**src/sv/fcec_pkg.sv**
```systemverilog
// shared types, constants and lookup tables for the filter cutoff / envelope depth unit
`timescale 1ns / 1ps
`default_nettype none

package fcec_pkg;

    // per-stage load strobes from the pipeline control
    typedef struct packed {
        logic s1;
        logic s2;
        logic s3;
    } fcec_adv_t;

    localparam logic signed [7:0]  KEY_CENTER    = 8'sd60;
    localparam int unsigned        BIAS_DIR_BIT  = 6;
    localparam logic signed [8:0]  BIAS_UP_OFS   = 9'sd33;
    localparam logic signed [8:0]  BIAS_DN_OFS   = 9'sd31;
    localparam logic signed [11:0] CUT_SCALE_OFS = 12'sd800;
    localparam logic signed [16:0] PITCH_LIMIT   = 17'sd3584;
    localparam logic signed [15:0] CUT_FLOOR     = -16'sd2048;
    localparam logic signed [16:0] CUT_ROUND     = 17'sd2056;
    localparam logic signed [9:0]  LVL_BASE      = 10'sd109;
    localparam logic [7:0]         OUT_MAX       = 8'd255;
    localparam logic [2:0]         SHIFT_KF_MAX  = 3'd4;
    localparam logic [2:0]         TS_SHIFT_BASE = 3'd5;

    // key-follow multiplier, indexes above the end read 21
    function automatic logic signed [6:0] kf_mult(input logic [4:0] idx);
        logic signed [6:0] m;
        case (idx)
            5'd0:    m = -7'sd21;
            5'd1:    m = -7'sd10;
            5'd2:    m = -7'sd5;
            5'd3:    m = 7'sd0;
            5'd4:    m = 7'sd2;
            5'd5:    m = 7'sd5;
            5'd6:    m = 7'sd8;
            5'd7:    m = 7'sd10;
            5'd8:    m = 7'sd13;
            5'd9:    m = 7'sd16;
            5'd10:   m = 7'sd18;
            5'd11:   m = 7'sd21;
            5'd12:   m = 7'sd26;
            5'd13:   m = 7'sd32;
            5'd14:   m = 7'sd42;
            default: m = 7'sd21;
        endcase
        return m;
    endfunction

    // bias multiplier, indexes above the end read the last entry
    function automatic logic signed [7:0] bias_mult(input logic [3:0] idx);
        logic signed [7:0] m;
        case (idx)
            4'd0:    m = 8'sd85;
            4'd1:    m = 8'sd42;
            4'd2:    m = 8'sd21;
            4'd3:    m = 8'sd16;
            4'd4:    m = 8'sd10;
            4'd5:    m = 8'sd5;
            4'd6:    m = 8'sd2;
            4'd7:    m = 8'sd0;
            4'd8:    m = -8'sd2;
            4'd9:    m = -8'sd5;
            4'd10:   m = -8'sd10;
            4'd11:   m = -8'sd16;
            4'd12:   m = -8'sd21;
            4'd13:   m = -8'sd74;
            default: m = -8'sd85;
        endcase
        return m;
    endfunction

endpackage

`default_nettype wire

```
**src/sv/fcec_pipe_ctrl.sv**
```systemverilog
// valid/ready control of the three-stage pipeline
`timescale 1ns / 1ps
`default_nettype none

module fcec_pipe_ctrl (
    input  wire logic              aclk,
    input  wire logic              aresetn,
    input  wire logic              s_valid,
    output logic                   s_ready,
    output logic                   m_valid,
    input  wire logic              m_ready,
    output fcec_pkg::fcec_adv_t    adv
);
    import fcec_pkg::*;

    logic v1_reg, v2_reg, v3_reg;
    logic v1_next, v2_next, v3_next;
    logic rdy1, rdy2, rdy3;

    // a stage can load when empty or when its content moves on
    assign rdy3 = !v3_reg || m_ready;
    assign rdy2 = !v2_reg || rdy3;
    assign rdy1 = !v1_reg || rdy2;

    assign v1_next = rdy1 ? s_valid : v1_reg;
    assign v2_next = rdy2 ? v1_reg  : v2_reg;
    assign v3_next = rdy3 ? v2_reg  : v3_reg;

    assign adv.s1 = rdy1 && s_valid;
    assign adv.s2 = rdy2 && v1_reg;
    assign adv.s3 = rdy3 && v2_reg;

    assign s_ready = rdy1;
    assign m_valid = v3_reg;

    always_ff @(posedge aclk) begin
        if (!aresetn) begin
            v1_reg <= 1'b0;
            v2_reg <= 1'b0;
            v3_reg <= 1'b0;
        end else begin
            v1_reg <= v1_next;
            v2_reg <= v2_next;
            v3_reg <= v3_next;
        end
    end

    a_accept_fills_s1: assert property (@(posedge aclk) disable iff (!aresetn)
        (s_valid && s_ready) |=> v1_reg)
        else $error("accepted transaction did not enter stage 1");

    a_stall_only_when_full: assert property (@(posedge aclk) disable iff (!aresetn)
        !s_ready |-> (v1_reg && v2_reg && v3_reg && !m_ready))
        else $error("input stalled with a bubble in the pipeline");

    a_s2_held_on_stall: assert property (@(posedge aclk) disable iff (!aresetn)
        (v2_reg && !rdy3) |=> (v2_reg && v3_reg))
        else $error("stage 2 transaction lost during output stall");

endmodule

`default_nettype wire

```
**src/sv/fcec_cutoff_path.sv**
```systemverilog
// base filter cutoff datapath, three register stages
`timescale 1ns / 1ps
`default_nettype none

module fcec_cutoff_path (
    input  wire logic                aclk,
    input  wire fcec_pkg::fcec_adv_t adv,
    input  wire logic [6:0]          note_key,
    input  wire logic [15:0]         base_pitch,
    input  wire logic [4:0]          filter_keyfollow,
    input  wire logic [4:0]          pitch_keyfollow,
    input  wire logic [6:0]          bias_point,
    input  wire logic [3:0]          bias_level,
    input  wire logic [6:0]          cutoff_setting,
    output logic [7:0]               cutoff_out
);
    import fcec_pkg::*;

    // stage 1: key-follow product, bias factor, setting term
    logic signed [7:0]  kd;
    logic signed [6:0]  kf_f, kf_p;
    logic signed [7:0]  kf_diff;
    logic signed [15:0] kf_prod16;
    logic signed [8:0]  d_up, d_dn;
    logic signed [7:0]  fac_next;
    logic signed [11:0] cut_term_next;

    logic signed [13:0] kf_prod_reg;
    logic signed [7:0]  bias_fac_reg;
    logic signed [7:0]  bias_mul_reg;
    logic signed [11:0] cut_term_reg;
    logic [11:0]        pitch4_s1_reg;

    assign kd        = $signed({1'b0, note_key}) - KEY_CENTER;
    assign kf_f      = kf_mult(filter_keyfollow);
    assign kf_p      = kf_mult(pitch_keyfollow);
    assign kf_diff   = {kf_f[6], kf_f} - {kf_p[6], kf_p};
    assign kf_prod16 = kf_diff * kd;

    assign d_up = $signed({2'b00, bias_point}) + BIAS_UP_OFS - $signed({2'b00, note_key});
    assign d_dn = $signed({2'b00, bias_point}) - BIAS_DN_OFS - $signed({2'b00, note_key});

    always_comb begin
        fac_next = 8'sd0;
        if (!bias_point[BIAS_DIR_BIT]) begin
            // below the bias point: cut by distance
            if (d_up > 9'sd0) begin
                fac_next = 8'(-d_up);
            end
        end else begin
            // above the bias point
            if (d_dn < 9'sd0) begin
                fac_next = d_dn[7:0];
            end
        end
    end

    assign cut_term_next = $signed({1'b0, cutoff_setting, 4'b0000}) - CUT_SCALE_OFS;

    always_ff @(posedge aclk) begin
        if (adv.s1) begin
            kf_prod_reg   <= kf_prod16[13:0];
            bias_fac_reg  <= fac_next;
            bias_mul_reg  <= bias_mult(bias_level);
            cut_term_reg  <= cut_term_next;
            pitch4_s1_reg <= base_pitch[15:4];
        end
    end

    // stage 2: bias product and sum
    logic signed [15:0] c_next;
    logic signed [15:0] c_reg;
    logic [11:0]        pitch4_s2_reg;

    assign c_next = kf_prod_reg + bias_fac_reg * bias_mul_reg + cut_term_reg;

    always_ff @(posedge aclk) begin
        if (adv.s2) begin
            c_reg         <= c_next;
            pitch4_s2_reg <= pitch4_s1_reg;
        end
    end

    // stage 3: pitch limit, floor, offset, shift and cap
    logic signed [16:0] over;
    logic signed [15:0] lim;
    logic signed [16:0] biased;
    logic [12:0]        shv;
    logic [7:0]         cut_next;
    logic [7:0]         cutoff_reg;

    assign over = $signed({5'b00000, pitch4_s2_reg}) + c_reg - PITCH_LIMIT;

    always_comb begin
        if (!c_reg[15] && over > 17'sd0) begin
            lim = 16'(PITCH_LIMIT - $signed({5'b00000, pitch4_s2_reg}));
        end else if (c_reg < CUT_FLOOR) begin
            lim = CUT_FLOOR;
        end else begin
            lim = c_reg;
        end
    end

    assign biased   = lim + CUT_ROUND;
    assign shv      = biased[16:4];
    // value never goes negative here
    assign cut_next = (|shv[12:8]) ? OUT_MAX : shv[7:0];

    always_ff @(posedge aclk) begin
        if (adv.s3) begin
            cutoff_reg <= cut_next;
        end
    end

    assign cutoff_out = cutoff_reg;

endmodule

`default_nettype wire

```
**src/sv/fcec_level_path.sv**
```systemverilog
// envelope level multiplier and key time subtraction datapath
`timescale 1ns / 1ps
`default_nettype none

module fcec_level_path (
    input  wire logic                aclk,
    input  wire fcec_pkg::fcec_adv_t adv,
    input  wire logic [6:0]          note_key,
    input  wire logic [6:0]          note_velocity,
    input  wire logic [6:0]          velo_sensitivity,
    input  wire logic [2:0]          depth_keyfollow,
    input  wire logic [6:0]          env_depth,
    input  wire logic [2:0]          time_keyfollow,
    output logic [7:0]               level_multiplier,
    output logic signed [6:0]        time_subtraction
);
    import fcec_pkg::*;

    // stage 1: velocity product, key shifts
    logic signed [7:0] kd;
    logic [13:0]       vprod;
    logic [2:0]        dkf_sat, tkf_sat;
    logic [2:0]        dsh, tsh;
    logic signed [7:0] ks;
    logic signed [7:0] tsv;
    logic signed [6:0] ts_next;

    logic [13:0]       vprod_reg;
    logic [6:0]        sens_reg;
    logic signed [7:0] ks_reg;
    logic [6:0]        depth_s1_reg;
    logic signed [6:0] ts_s1_reg;

    assign kd      = $signed({1'b0, note_key}) - KEY_CENTER;
    assign vprod   = note_velocity * velo_sensitivity;
    assign dkf_sat = (depth_keyfollow > SHIFT_KF_MAX) ? SHIFT_KF_MAX : depth_keyfollow;
    assign tkf_sat = (time_keyfollow > SHIFT_KF_MAX) ? SHIFT_KF_MAX : time_keyfollow;
    assign dsh     = SHIFT_KF_MAX - dkf_sat;
    assign tsh     = TS_SHIFT_BASE - tkf_sat;
    assign ks      = kd >>> dsh;
    assign tsv     = kd >>> tsh;
    assign ts_next = (tkf_sat == 3'd0) ? 7'sd0 : tsv[6:0];

    always_ff @(posedge aclk) begin
        if (adv.s1) begin
            vprod_reg    <= vprod;
            sens_reg     <= velo_sensitivity;
            ks_reg       <= ks;
            depth_s1_reg <= env_depth;
            ts_s1_reg    <= ts_next;
        end
    end

    // stage 2: level sum, floored at zero
    logic signed [9:0] lm_sum;
    logic [8:0]        lm_reg;
    logic [6:0]        depth_s2_reg;
    logic signed [6:0] ts_s2_reg;

    assign lm_sum = $signed({2'b00, vprod_reg[13:6]}) + LVL_BASE
                  - $signed({3'b000, sens_reg}) + ks_reg;

    always_ff @(posedge aclk) begin
        if (adv.s2) begin
            lm_reg       <= lm_sum[9] ? 9'd0 : lm_sum[8:0];
            depth_s2_reg <= depth_s1_reg;
            ts_s2_reg    <= ts_s1_reg;
        end
    end

    // stage 3: depth scaling and saturation
    logic [15:0]       dprod;
    logic [9:0]        dscaled;
    logic [7:0]        lvl_reg;
    logic signed [6:0] ts_reg;

    assign dprod   = lm_reg * depth_s2_reg;
    assign dscaled = dprod[15:6];

    always_ff @(posedge aclk) begin
        if (adv.s3) begin
            lvl_reg <= (|dscaled[9:8]) ? OUT_MAX : dscaled[7:0];
            ts_reg  <= ts_s2_reg;
        end
    end

    assign level_multiplier = lvl_reg;
    assign time_subtraction = ts_reg;

endmodule

`default_nettype wire

```
**src/sv/filter_cutoff_and_env_depth_calc_unit.sv**
```systemverilog
// top level of the note-on filter cutoff and envelope depth unit
`timescale 1ns / 1ps
`default_nettype none

// For each note-on transaction this unit computes the voice filter's base
// cutoff, the filter envelope level multiplier and the key-dependent envelope
// time subtraction from the key, velocity, base pitch and timbre filter
// parameters. It keeps no state between transactions. The datapath is a
// three-stage pipeline: a transaction is loaded into stage 1 at its accepting
// edge, moves through stages 2 and 3, and its result is presented on m_valid
// from the stage 3 registers. A new transaction can be accepted in every cycle
// while m_ready is high, so sustained throughput is then one per cycle.
// The multiplies in each path (key-follow and bias products for the cutoff,
// velocity and depth products for the level) are each followed by a register.
// Each stage has its own valid bit and loads when empty or when its content
// moves on, so bubbles close up under an output stall and s_ready only drops
// when all three stages hold results and m_ready is low. Out-of-range bias
// level indexes read the last table entry, key-follow indexes above 14 read
// the value 21, and depth and time shift selects saturate at four.
module filter_cutoff_and_env_depth_calc_unit (
    input  wire logic              aclk,
    input  wire logic              aresetn,
    // input transaction channel
    input  wire logic              s_valid,
    output logic                   s_ready,
    input  wire logic [6:0]        s_note_key,
    input  wire logic [6:0]        s_note_velocity,
    input  wire logic [15:0]       s_base_pitch,
    input  wire logic [4:0]        s_filter_keyfollow,
    input  wire logic [4:0]        s_pitch_keyfollow,
    input  wire logic [6:0]        s_bias_point,
    input  wire logic [3:0]        s_bias_level,
    input  wire logic [6:0]        s_cutoff_setting,
    input  wire logic [6:0]        s_velo_sensitivity,
    input  wire logic [2:0]        s_depth_keyfollow,
    input  wire logic [6:0]        s_env_depth,
    input  wire logic [2:0]        s_time_keyfollow,
    // result transaction channel
    output logic                   m_valid,
    input  wire logic              m_ready,
    output logic [7:0]             m_cutoff_out,
    output logic [7:0]             m_level_multiplier,
    output logic signed [6:0]      m_time_subtraction
);
    import fcec_pkg::*;

    fcec_adv_t adv;

    // valid bits and per-stage load strobes
    fcec_pipe_ctrl u_ctrl (
        .aclk    (aclk),
        .aresetn (aresetn),
        .s_valid (s_valid),
        .s_ready (s_ready),
        .m_valid (m_valid),
        .m_ready (m_ready),
        .adv     (adv)
    );

    // key follow, bias, setting offset, pitch limit and final scaling
    fcec_cutoff_path u_cutoff (
        .aclk             (aclk),
        .adv              (adv),
        .note_key         (s_note_key),
        .base_pitch       (s_base_pitch),
        .filter_keyfollow (s_filter_keyfollow),
        .pitch_keyfollow  (s_pitch_keyfollow),
        .bias_point       (s_bias_point),
        .bias_level       (s_bias_level),
        .cutoff_setting   (s_cutoff_setting),
        .cutoff_out       (m_cutoff_out)
    );

    // velocity sensitivity, depth scaling and time key follow
    fcec_level_path u_level (
        .aclk             (aclk),
        .adv              (adv),
        .note_key         (s_note_key),
        .note_velocity    (s_note_velocity),
        .velo_sensitivity (s_velo_sensitivity),
        .depth_keyfollow  (s_depth_keyfollow),
        .env_depth        (s_env_depth),
        .time_keyfollow   (s_time_keyfollow),
        .level_multiplier (m_level_multiplier),
        .time_subtraction (m_time_subtraction)
    );

endmodule

`default_nettype wire

```
**config.mk**
```make
export PLATFORM = sky130hd
export DESIGN_NAME = filter_cutoff_and_env_depth_calc_unit
export DESIGN_NICKNAME = d
export VERILOG_FILES = /design/src/sv/fcec_pkg.sv /design/src/sv/fcec_pipe_ctrl.sv /design/src/sv/fcec_cutoff_path.sv /design/src/sv/fcec_level_path.sv /design/src/sv/filter_cutoff_and_env_depth_calc_unit.sv
export SDC_FILE = /design/constraint.sdc
export NUM_CORES = 1
export LEC_CHECK = 0
export CAP_MARGIN = 25
export CORE_MARGIN = 3
export CORE_UTILIZATION = 45
export CTS_BUF_LIST = sky130_fd_sc_hd__clkbuf_16
export CTS_CLUSTER_SIZE = 10
export DETAILED_ROUTE_END_ITERATION = 12
export DONT_BUFFER_PORTS = 1
export GPL_TIMING_DRIVEN = 0
export HOLD_SLACK_MARGIN = 0.05
export PLACE_DENSITY_LB_ADDON = 0.05
export SLEW_MARGIN = 20
export SYNTH_ARGS = -nofsm -noshare
export SYNTH_HDL_FRONTEND = slang
export SYNTH_HIERARCHICAL = 1
export SYNTH_SLANG_ARGS = --single-unit
```
**constraint.sdc**
```tcl
create_clock -name aclk -period 6.4 [get_ports aclk]
set_input_delay 0.64 -clock aclk [delete_from_list [all_inputs] [get_ports aclk]]
set_output_delay 0.64 -clock aclk [all_outputs]
set_load 0.01 [all_outputs]
```
Word-level counts from Yosys, hierarchy flattened
Memory sizes are Yosys's and may differ from the RTL's. A register that Yosys moved wholly into a read port is not among the register bits.
Cells that the tools add are included.
{"block": "totals", "memories": 3, "romBits": 352, "register_bits": 166, "input_bits": 82}
{"name": "(name not given)", "depth": 16, "width": 8, "rd": 1, "rd_ports_with_merged_regs": 1, "wr": 0, "line_no": "fcec_pkg.sv:54", "source": "case (idx)"}
{"name": "(name not given)", "depth": 16, "width": 7, "rd": 1, "rd_ports_with_merged_regs": 0, "wr": 0, "line_no": "fcec_pkg.sv:30", "source": "case (idx)"}
{"name": "(name not given)", "depth": 16, "width": 7, "rd": 1, "rd_ports_with_merged_regs": 0, "wr": 0, "line_no": "fcec_pkg.sv:30"}
{"block": "classes", "n_mux": 9, "reduce_logical": 14, "magnitude_cmp": 6, "mul": 4, "add_sub_neg": 19, "shifts": 2}
{"cell": "2-to-1 mux 16 bit", "n": 2}
{"cell": "2-to-1 mux 8 bit", "n": 3}
{"cell": "adder 13 x 16 -> 17 bit", "n": 1}
{"cell": "adder 16 x 13 -> 17 bit, second input constant", "n": 1}
{"cell": "> comparator 17 x 1 -> 1 bit, second input constant", "n": 1}
{"cell": "subtractor 17 x 13 -> 17 bit, second input constant", "n": 1}
{"cell": "adder 14 x 16 -> 16 bit", "n": 1}
{"cell": "adder 16 x 12 -> 16 bit", "n": 1}
{"cell": "< comparator 16 x 12 -> 1 bit, second input constant", "n": 1}
{"cell": "multiplier 8 x 8 -> 16 bit", "n": 1}
{"cell": "multiplier 9 x 7 -> 16 bit", "n": 1}
{"cell": "multiplier 7 x 7 -> 14 bit", "n": 1}
{"cell": "multiplier 8 x 8 -> 14 bit", "n": 1}
{"cell": "2-to-1 mux 7 bit", "n": 2}
{"cell": "subtractor 12 x 12 -> 13 bit, first input constant", "n": 1}
{"cell": "subtractor 11 x 10 -> 12 bit, second input constant", "n": 1}
{"cell": "adder 10 x 8 -> 10 bit", "n": 1}
{"cell": "subtractor 10 x 8 -> 10 bit", "n": 1}
{"cell": "adder 8 x 7 -> 9 bit, second input constant", "n": 1}
{"cell": "> comparator 9 x 1 -> 1 bit, second input constant", "n": 1}
{"cell": "< comparator 9 x 1 -> 1 bit, second input constant", "n": 1}
{"cell": "subtractor 8 x 7 -> 9 bit", "n": 1}
{"cell": "subtractor 9 x 8 -> 9 bit", "n": 1}
{"cell": "adder 7 x 6 -> 8 bit, second input constant", "n": 1}
{"cell": "other kinds (15)", "n": 26}

Longest topological paths before layout
Gate-level depths: netlist of run 1.
{"block": "depth", "word_depth": 7, "depth_mapped": 32, "ltp_nobuf": 31}

Cells and area by module
Netlist of run 1, hierarchy kept.
{"mod": "fcec_cutoff_path", "cells_per_inst": 1169, "seq_area_each_um2": 2582.5, "area_each_um2": 11328.4, "instances": 1}
{"mod": "fcec_level_path", "cells_per_inst": 624, "seq_area_each_um2": 2252.2, "area_each_um2": 6764.0, "instances": 1}
{"mod": "fcec_pipe_ctrl", "cells_per_inst": 13, "seq_area_each_um2": 60.1, "area_each_um2": 137.6, "instances": 1}

Worst setup path after synthesis of run 1
No wires, ideal clock.
{"block": "synth_timing", "kind": "input -> register", "startpoint": "in s_filter_keyfollow[0]", "endpoint": "reg u_cutoff.kf_prod_reg[13] (data pin)", "arrival_time_ps": 6626, "setup_ps": 268, "required_time_ps": 6132, "path_buffers": 1, "slack_ps": -494, "path_stages": 31, "cell_sequence": "inv_1 ha_1 o21ai_0 a21oi_1 o21a_1 ha_1 fa_1 nor2b_1 o21ai_0 a21boi_0 o21ai_0 a21boi_0 or2_2 clkbuf_1 nor2_1 fa_1 inv_1 fa_1 inv_1 fa_1 inv_1 fa_1 inv_1 ha_1 inv_1 o21bai_1 a21oi_1 o21ai_0 a21o_1 a21oi_1 xnor3_1"}
{"block": "synth_via", "elab_chain_cells": 4}
{"item": "from (decl)", "line_no": "filter_cutoff_and_env_depth_calc_unit.sv:29", "source": "input wire logic [4:0] s_filter_keyfollow,"}
{"item": "memory read (16 x 7 bit)"}
{"item": "2-to-1 mux 7 bit", "line_no": "fcec_pkg.sv:30"}
{"item": "subtractor 7 x 7 -> 8 bit", "line_no": "fcec_cutoff_path.sv:37", "source": "assign kf_diff = {kf_f[6], kf_f} - {kf_p[6], kf_p};"}
{"item": "multiplier 8 x 8 -> 14 bit", "line_no": "fcec_cutoff_path.sv:38", "source": "assign kf_prod16 = kf_diff * kd;"}
{"item": "named net u_cutoff.kf_prod16[13]", "line_no": "fcec_cutoff_path.sv:23", "source": "logic signed [15:0] kf_prod16;"}
{"item": "to (signal assigned)", "line_no": "fcec_cutoff_path.sv:62", "source": "kf_prod_reg <= kf_prod16[13:0];"}
{"item": "to (decl)", "line_no": "fcec_cutoff_path.sv:28", "source": "logic signed [13:0] kf_prod_reg;"}
The timed path passes the listed nets, and every way through them passes these cells.
A chain may end at the register's enable or synchronous reset.

Worst setup path after layout of run 1
{"block": "layout_timing", "startpoint": "in s_pitch_keyfollow[0]", "endpoint": "reg u_cutoff.kf_prod_reg[13] (data pin)"}
{"block": "layout_via", "elab_chain_cells": 4}
{"item": "from (decl)", "line_no": "filter_cutoff_and_env_depth_calc_unit.sv:30", "source": "input wire logic [4:0] s_pitch_keyfollow,"}
{"item": "memory read (16 x 7 bit)"}
{"item": "2-to-1 mux 7 bit", "line_no": "fcec_pkg.sv:30"}
{"item": "subtractor 7 x 7 -> 8 bit", "line_no": "fcec_cutoff_path.sv:37"}
{"item": "multiplier 8 x 8 -> 14 bit", "line_no": "fcec_cutoff_path.sv:38"}
{"item": "named net u_cutoff.kf_prod16[13]", "line_no": "fcec_cutoff_path.sv:23"}
The timed path passes the listed nets, and every way through them passes these cells.

==> impl_metrics.csv, run 1 <==
group,metric,value,unit
status,status,"completed",
worst_hold_path,min_from,"s_env_depth[0]",
worst_setup_path,worstPathRequired,6.57,ns
layout,largest_reg_flops,16,
placement,hpwl,30.7,mm
layout,regArea,0.00489,mm2
worst_setup_path,regToRegEndpoint,"u_cutoff/cutoff_out[4]",
worst_hold_path,holdPathEnd,"u_level/depth_s1_reg[0]",
global_route,antenna_found_initial,2,
layout,fin_area,0.0200,mm2
routing,drc,0,
sta,fin_skew,0.00975,ns
cts,h-tree-depth,4,
sta,hold_viol,0,
placement,dpl_cell_area,0.0192,mm2
synth,synth_ff_type,"edfxtp_1",
sta,min_period,6.10,ns
sta,slew_headroom,42.9,%
die,fp.dieW,207,um
worst_setup_path,r2r_start,"u_cutoff/pitch4_s2_reg[1]",
sta,fin_tns_setup,0,ns
cts,clock-sinks,164,
synth,netlist_area,0.0182,mm2
placement,place.port_buffers,0,
global_route,met1_usage,23.7,%
global_route,grt_most_used_layer,"met2",
layout,final_common_cell,"inv_1",
routing,wl,36.5,mm
global_route,grtUsageTotal,17.2,%
worst_setup_path,critical_path.slowest_cell,"fa_1",
sta,max_clock_freq,164,MHz
worst_setup_path,worst-path-max-fanout,6,
cts,cts_tree,"done",
worst_setup_path,ff2ff_path_depth,23,
layout,layout.nets,2334,
die,row_count,73,
worst_setup_path,critPathMostFrequentCell,"fa_1",
worst_setup_path,cpPeakStageDelay,0.54,ns
layout,final_cell_mix,"inv_1, ha_1, fa_1, edfxtp_1, nand2_1",
worst_setup_path,end_kind,"flip-flop",
global_route,grt-ovfl-total,0,
synth,synth.yosys.warnings,6,
die,core,0.0399,mm2
global_route,grt_pass1_vias,12100,
layout,drive_above_1_share,6.52,%
synth,netlist_instances,1806,
global_route,grt_pass1_wl,60.9,mm
cts,root_buffer,"clkbuf_16",
worst_setup_path,reg2reg_slack,0.45,ns
cts,cts_buffer_depth,2,
routing,drt-initial-drc-count,444,
die,die_area,0.0430,mm2
global_route,grt_max_degree,27,
synth,synthArstFlopShare,0,%
worst_setup_path,cp-start-kind,"input port",
die,start_util,45.7,%
worst_setup_path,critical_path_arrival,6.27,ns
synth,seq_area_frac_synth,26.8,%
worst_setup_path,crit_type,"input port to flip-flop",
worst_hold_path,min_path_type,"input port to flip-flop",
routing,via_per_inst,5.02,
die,io_pins,107,
synth,synth-edff-count,161,
synth,syn_avg_cell_area,10.1,um2
layout,fillers,3692,
synth,ys_ff_latch,164,
routing,vias,12000,
routing,drt.antenna.violating_nets,0,
layout,multiInputGateArea,0.0123,mm2
global_route,use_met2,28.1,%
sta,slew_violations,0,
routing,wl_per_cell,15.3,um
job,cap_violations,0,
cts,clock_latency,0.44,ns
cts,cts.clk_slew.worst_paths,0.08,ns
worst_setup_path,startpoint,"s_pitch_keyfollow[0]",
sta,tightest_slew,0.850,ns
synth,synth_nets,2297,
global_route,grtUsageMet3,3.63,%
cts,cts_made_buffers,17,
sta,finalSetupViolCount,0,
worst_hold_path,hold_depth,0,
layout,syn_to_final_growth,9.61,%
sta,period_share,95.3,%
synth,yosys.cell_types.count,83,
die,die_h,207,um
layout,diodes,0,
placement,gp_congestion,0.861,
routing,dr.pass1.iters,5,
## logic make-up (layout without fill, tap and decap cells)
family,Yosys count,after routing,share of synthesized area (%)
AOI/OAI and AO/OA,250,250,9.06
xor gates and xnor gates,120,120,5.84
adders and majority gates,409,409,36.1
buffers and inverters,337,387,6.95
DFF,164,164,26.8
muxes,17,17,1.05
and+or+nand+nor,509,509,14.2
## synthesized netlist by cell type (3+ instances only)
| library cell | count | area (um2) |
|---|---|---|
| xor2_1 | 46 | 403 |
| a21oi_1 | 75 | 375 |
| nor2_1 | 126 | 473 |
| o21a_1 | 12 | 90.1 |
| and3_1 | 9 | 56.3 |
| inv_1 | 310 | 1160 |
| o31ai_1 | 5 | 37.5 |
| edfxtp_1 | 161 | 4830 |
| nor3b_1 | 4 | 30.0 |
| o21ai_0 | 50 | 250 |
| nand3_1 | 27 | 135 |
| dfxtp_1 | 3 | 60.1 |
| mux2i_1 | 9 | 90.1 |
| a211oi_1 | 8 | 60.1 |
| o21bai_1 | 11 | 82.6 |
| fa_1 | 194 | 3880 |
| nor3_1 | 13 | 65.1 |
| o31a_1 | 3 | 26.3 |
| or3_1 | 9 | 56.3 |
| nor2b_1 | 19 | 119 |
| a21o_1 | 22 | 165 |
| o211ai_1 | 6 | 45.0 |
| mux2_1 | 6 | 67.6 |
| a31oi_1 | 7 | 43.8 |
| nand4_1 | 4 | 25.0 |
| nor4_1 | 3 | 18.8 |
| a21boi_0 | 7 | 52.6 |
| o41ai_1 | 3 | 26.3 |
| clkbuf_1 | 23 | 86.3 |
| o22ai_1 | 7 | 43.8 |
| nand2b_1 | 34 | 213 |
| o21ai_1 | 3 | 15.0 |
| nand2_1 | 129 | 484 |
| or2_2 | 8 | 50.1 |
| xnor2_1 | 73 | 639 |
| ha_1 | 215 | 2690 |
| and2_1 | 106 | 663 |
## final cells by class
cell class                      count  area share [%]
Sequential cell                   164            24.5
Buffer                             24           0.470
Multi-Input combinational cell   1305            61.5
Clock buffer                       17            2.13
Clock inverter                     15           0.939
Inverter                          312            5.90
Tap cell                          525            3.29
Timing Repair Buffer               19            1.24
## worst max-delay path, delay by kind of cell
family	cells	cell delay (ns)
fa+ha+maj	7	2.86
buf+inv	4	0.38
compound gates	9	1.42
xor+xnor	2	0.49
simple gates	4	0.44
## layer usage
| layer | share of wire (%) | wire length [um] |
|---|---|---|
| met1 | 48 | 17500 |
| met2 | 47 | 17000 |
| met3 | 4.3 | 1570 |
| met4 | 1.2 | 420 |
| met5 | 0.093 | 34 |
## through the flow
stage                     hold slack [ns]  worst slack (ns)  cells  util (%)
final                               0.289             0.300   2381      50.1
after global routing                0.255          -0.00145   2381      50.1
after CTS                           0.254           0.00809   2369      49.7
after detailed placement            0.406            -0.501   2337      48.1
after global placement              0.400             -1.54   2331      47.7
after floorplan                     0.400            0.0943   1806         -
## worst max-delay path by stage
| stage | cells after the start | slack (ns) | to |
|---|---|---|---|
| 2_1_floorplan | 27 | 0.09 | u_cutoff/kf_prod_reg[13] |
| 3_3_place_gp | 2 | -1.54 | u_level/ts_s1_reg[3] |
| 3_5_place_dp | 27 | -0.50 | u_cutoff/kf_prod_reg[13] |
| 4_1_cts | 30 | 0.008 | u_cutoff/kf_prod_reg[13] |
| 5_1_grt | 29 | -0.001 | u_cutoff/kf_prod_reg[13] |
| 6_report | 26 | 0.30 | u_cutoff/kf_prod_reg[13] |
## timing repair
action | 4_1_cts | 5_1_grt
gates cloned | 0 | 0
pin swaps | 0 | 21
hold buffers | 0 | 0
endpoints found under the setup margin | 1 | 3
resized for setup | 1 | 23
setup buffers | 0 | 13
Power of run 1 is left out: the tool's default activity adds up to more than one toggle a clock period on the data nets, which glitch-free logic cannot reach.
==> run 2: changes to the inputs <==
--- a/config.mk
+++ b/config.mk
@@ -5,6 +5,7 @@
 export SDC_FILE = /design/constraint.sdc
 export NUM_CORES = 1
 export LEC_CHECK = 0
+export ABC_AREA = 1
 export CAP_MARGIN = 25
 export CORE_MARGIN = 3
 export CORE_UTILIZATION = 45
==> constraint.sdc (replaced) <==
create_clock -name aclk -period 6.4 [get_ports aclk]
set_input_delay 0.32 -clock aclk [delete_from_list [all_inputs] [get_ports aclk]]
set_output_delay 0.32 -clock aclk [all_outputs]
set_load 0.01 [all_outputs]
==> impl_metrics.csv, run 2 <==
group,metric,value,unit
synth,synth_top_area_share,25.1,%
worst_setup_path,cpPeakStageDelay,0.53,ns
sta,max_clock_freq,166,MHz
cts,cts.clk_slew.worst_paths,0.07,ns
worst_setup_path,worstPathRequired,6.60,ns
synth,yosys-top-cells-count,"inv_1, nand2_1, ha_1",
sta,tightest_slew,0.664,ns
synth,netlist_instances,2277,
synth,netlist_area,0.0192,mm2
cts,h-tree-depth,4,
synth,yosys.cell_types.count,49,
die,die_h,213,um
synth,synth.yosys.warnings,6,
sta,whs,0.0854,ns
synth,synthAdderAreaFrac,34.2,%
layout,final_common_cell,"inv_1",
layout,diodes,0,
die,start_util,45.7,%
routing,vias,14000,
layout,syn_to_final_growth,9.14,%
cts,cts_made_buffers,17,
routing,drt-initial-drc-count,630,
routing,wl,39.9,mm
cts,clock-sinks,164,
die,core,0.0421,mm2
cts,clock_latency,0.45,ns
worst_setup_path,cp_num_buf_inv,6,
placement,post-place-ws,-0.772,ns
global_route,grtUsageTotal,18.8,%
sta,slew_headroom,55.6,%
global_route,grt_pass1_wl,68.5,mm
routing,drc,0,
cts,cts_buffer_depth,2,
placement,place.port_buffers,0,
synth,syn_avg_cell_area,8.45,um2
synth,synth_simple_gate_area_share,18.1,%
routing,drt.antenna.violating_nets,0,
synth,synth.most_common_cell,"inv_1",
sta,fin_tns_setup,0,ns
sta,fin_skew,0.0126,ns
routing,via_per_inst,4.85,
synth,synth-compound-area-share,5.89,%
worst_setup_path,end_kind,"flip-flop",
global_route,antenna_found_initial,0,
synth,synth.area.top_cells,"edfxtp_1, fa_1, ha_1",
die,fp.dieW,213,um
sta,hold_viol,0,
placement,hpwl,33.0,mm
synth,synth_nets,2768,
die,die_area,0.0453,mm2
synth,synth-edff-count,161,
status,status,"completed",
global_route,grt_pass1_vias,14400,
die,row_count,75,
worst_hold_path,min_path_type,"input port to flip-flop",
synth,synth_ff_type,"edfxtp_1",
routing,wl_per_cell,13.8,um
placement,gp_congestion,0.853,
synth,muxShareOfSynthArea,0,%
worst_setup_path,worst-path-max-fanout,8,
global_route,grt-ovfl-total,0,
job,cap_violations,0,
layout,drive_above_1_share,5.41,%
layout,final_cell_mix,"inv_1, nand2_1, ha_1, fa_1, edfxtp_1",
synth,synth_top_cell_by_area,"edfxtp_1",
layout,layout.nets,2826,
worst_setup_path,critical_path_arrival,6.23,ns
sta,finalSetupViolCount,0,
synth,ys_ff_latch,164,
synth,synth_top_family_by_area,"adder cells",
worst_setup_path,critical_path.slowest_cell,"fa_1",
worst_setup_path,crit_type,"input port to flip-flop",
sta,post-route-worst-setup-slack,0.370,ns
cts,root_buffer,"clkbuf_16",
layout,largest_reg_flops,16,
synth,seq_area_frac_synth,25.4,%
synth,synthArstFlopShare,0,%
cts,cts_tree,"done",
global_route,grt_max_degree,52,
worst_setup_path,cp-start-kind,"input port",
worst_setup_path,critPathMostFrequentCell,"inv_1",
synth,synth-xor-area-share,4.69,%
routing,dr.pass1.iters,5,
sta,period_share,94.2,%
die,io_pins,107,
sta,min_period,6.03,ns
sta,slew_violations,0,
layout,utilization,49.8,%
worst_setup_path,crit_family,"adder cells",
==> run 2: changes by cell type after synthesis, sizes merged, moves of 34 or more <==
cell and change:
nor2 +46, nand3 +45, xnor2 -37, nand2b -34, inv +248, nand2 +375, and2 -104
==> run 2: logic make-up (layout without fill, tap and decap cells) <==
kind of cell    after synthesis  after routing
simple gates                807            807
buf+inv                     593            664
flops                       164            164
fa+ha+maj                   409            409
xor+xnor                    103            103
compound gates              201            201
==> run 2: metal layers <==
| metal | share of wire [%] | routed length, um | GRT usage, % | up-vias |
|---|---|---|---|---|
| met4 | 1.1 | 442 | 3.74 | 0 |
| met2 | 48 | 19200 | 32.6 | 191 |
| li1 | - | - | - | 7154 |
| met3 | 3.0 | 1190 | 2.95 | 20 |
| met1 | 48 | 19100 | 25.1 | 6644 |
| met5 | 0 | 0 | 0 | - |
==> run 2: worst register-to-register path, delay by kind of cell, from the launching register on <==
kind	cells	cell delay, ns
xor gates and xnor gates	1	0.27
adders and majority gates	6	2.79
AOI/OAI and AO/OA	5	0.71
DFF	1	0.36
buffers and inverters	8	0.69
and+or+nand+nor	7	0.79
==> run 2: final timing paths <==
kind	startpoint	endpoint	slack [ns]	cells after the start
max	s_pitch_keyfollow[0]	u_cutoff/kf_prod_reg[12]	0.37	31
min	s_cutoff_setting[3]	u_cutoff/cut_term_reg[7]	0.09	1
max reg2reg	u_cutoff/bias_mul_reg[0]	u_cutoff/c_reg[15]	0.61	27
min reg2reg	u_cutoff/pitch4_s1_reg[11]	u_cutoff/pitch4_s2_reg[11]	0.41	0
==> run 2: cell type report <==
class	instances	area, um2
Fill cell	4105	21100
Sequential cell	164	4890
Clock buffer	17	425
Timing Repair Buffer	39	418
Buffer	33	158
Clock inverter	15	144
Tap cell	539	674
Inverter	560	2110
Multi-Input combinational cell	1520	12200
==> run 2: per-stage QoR <==
stage	cells	instance area, um2
floorplan	2277	19200
global placement	2816	19900
detailed placement	2818	20000
CTS	2884	20900
global route	2887	21000
finish	2887	21000
==> run 2: repair_timing <==
action	CTS	global route
endpoints found under the setup margin	3	3
gates resized for setup	6	16
buffers inserted	0	3
hold buffers	34	0
cloned	0	0
endpoints found under the hold margin	34	0
pin swaps	0	4
Power of run 2 is left out for the same reason.
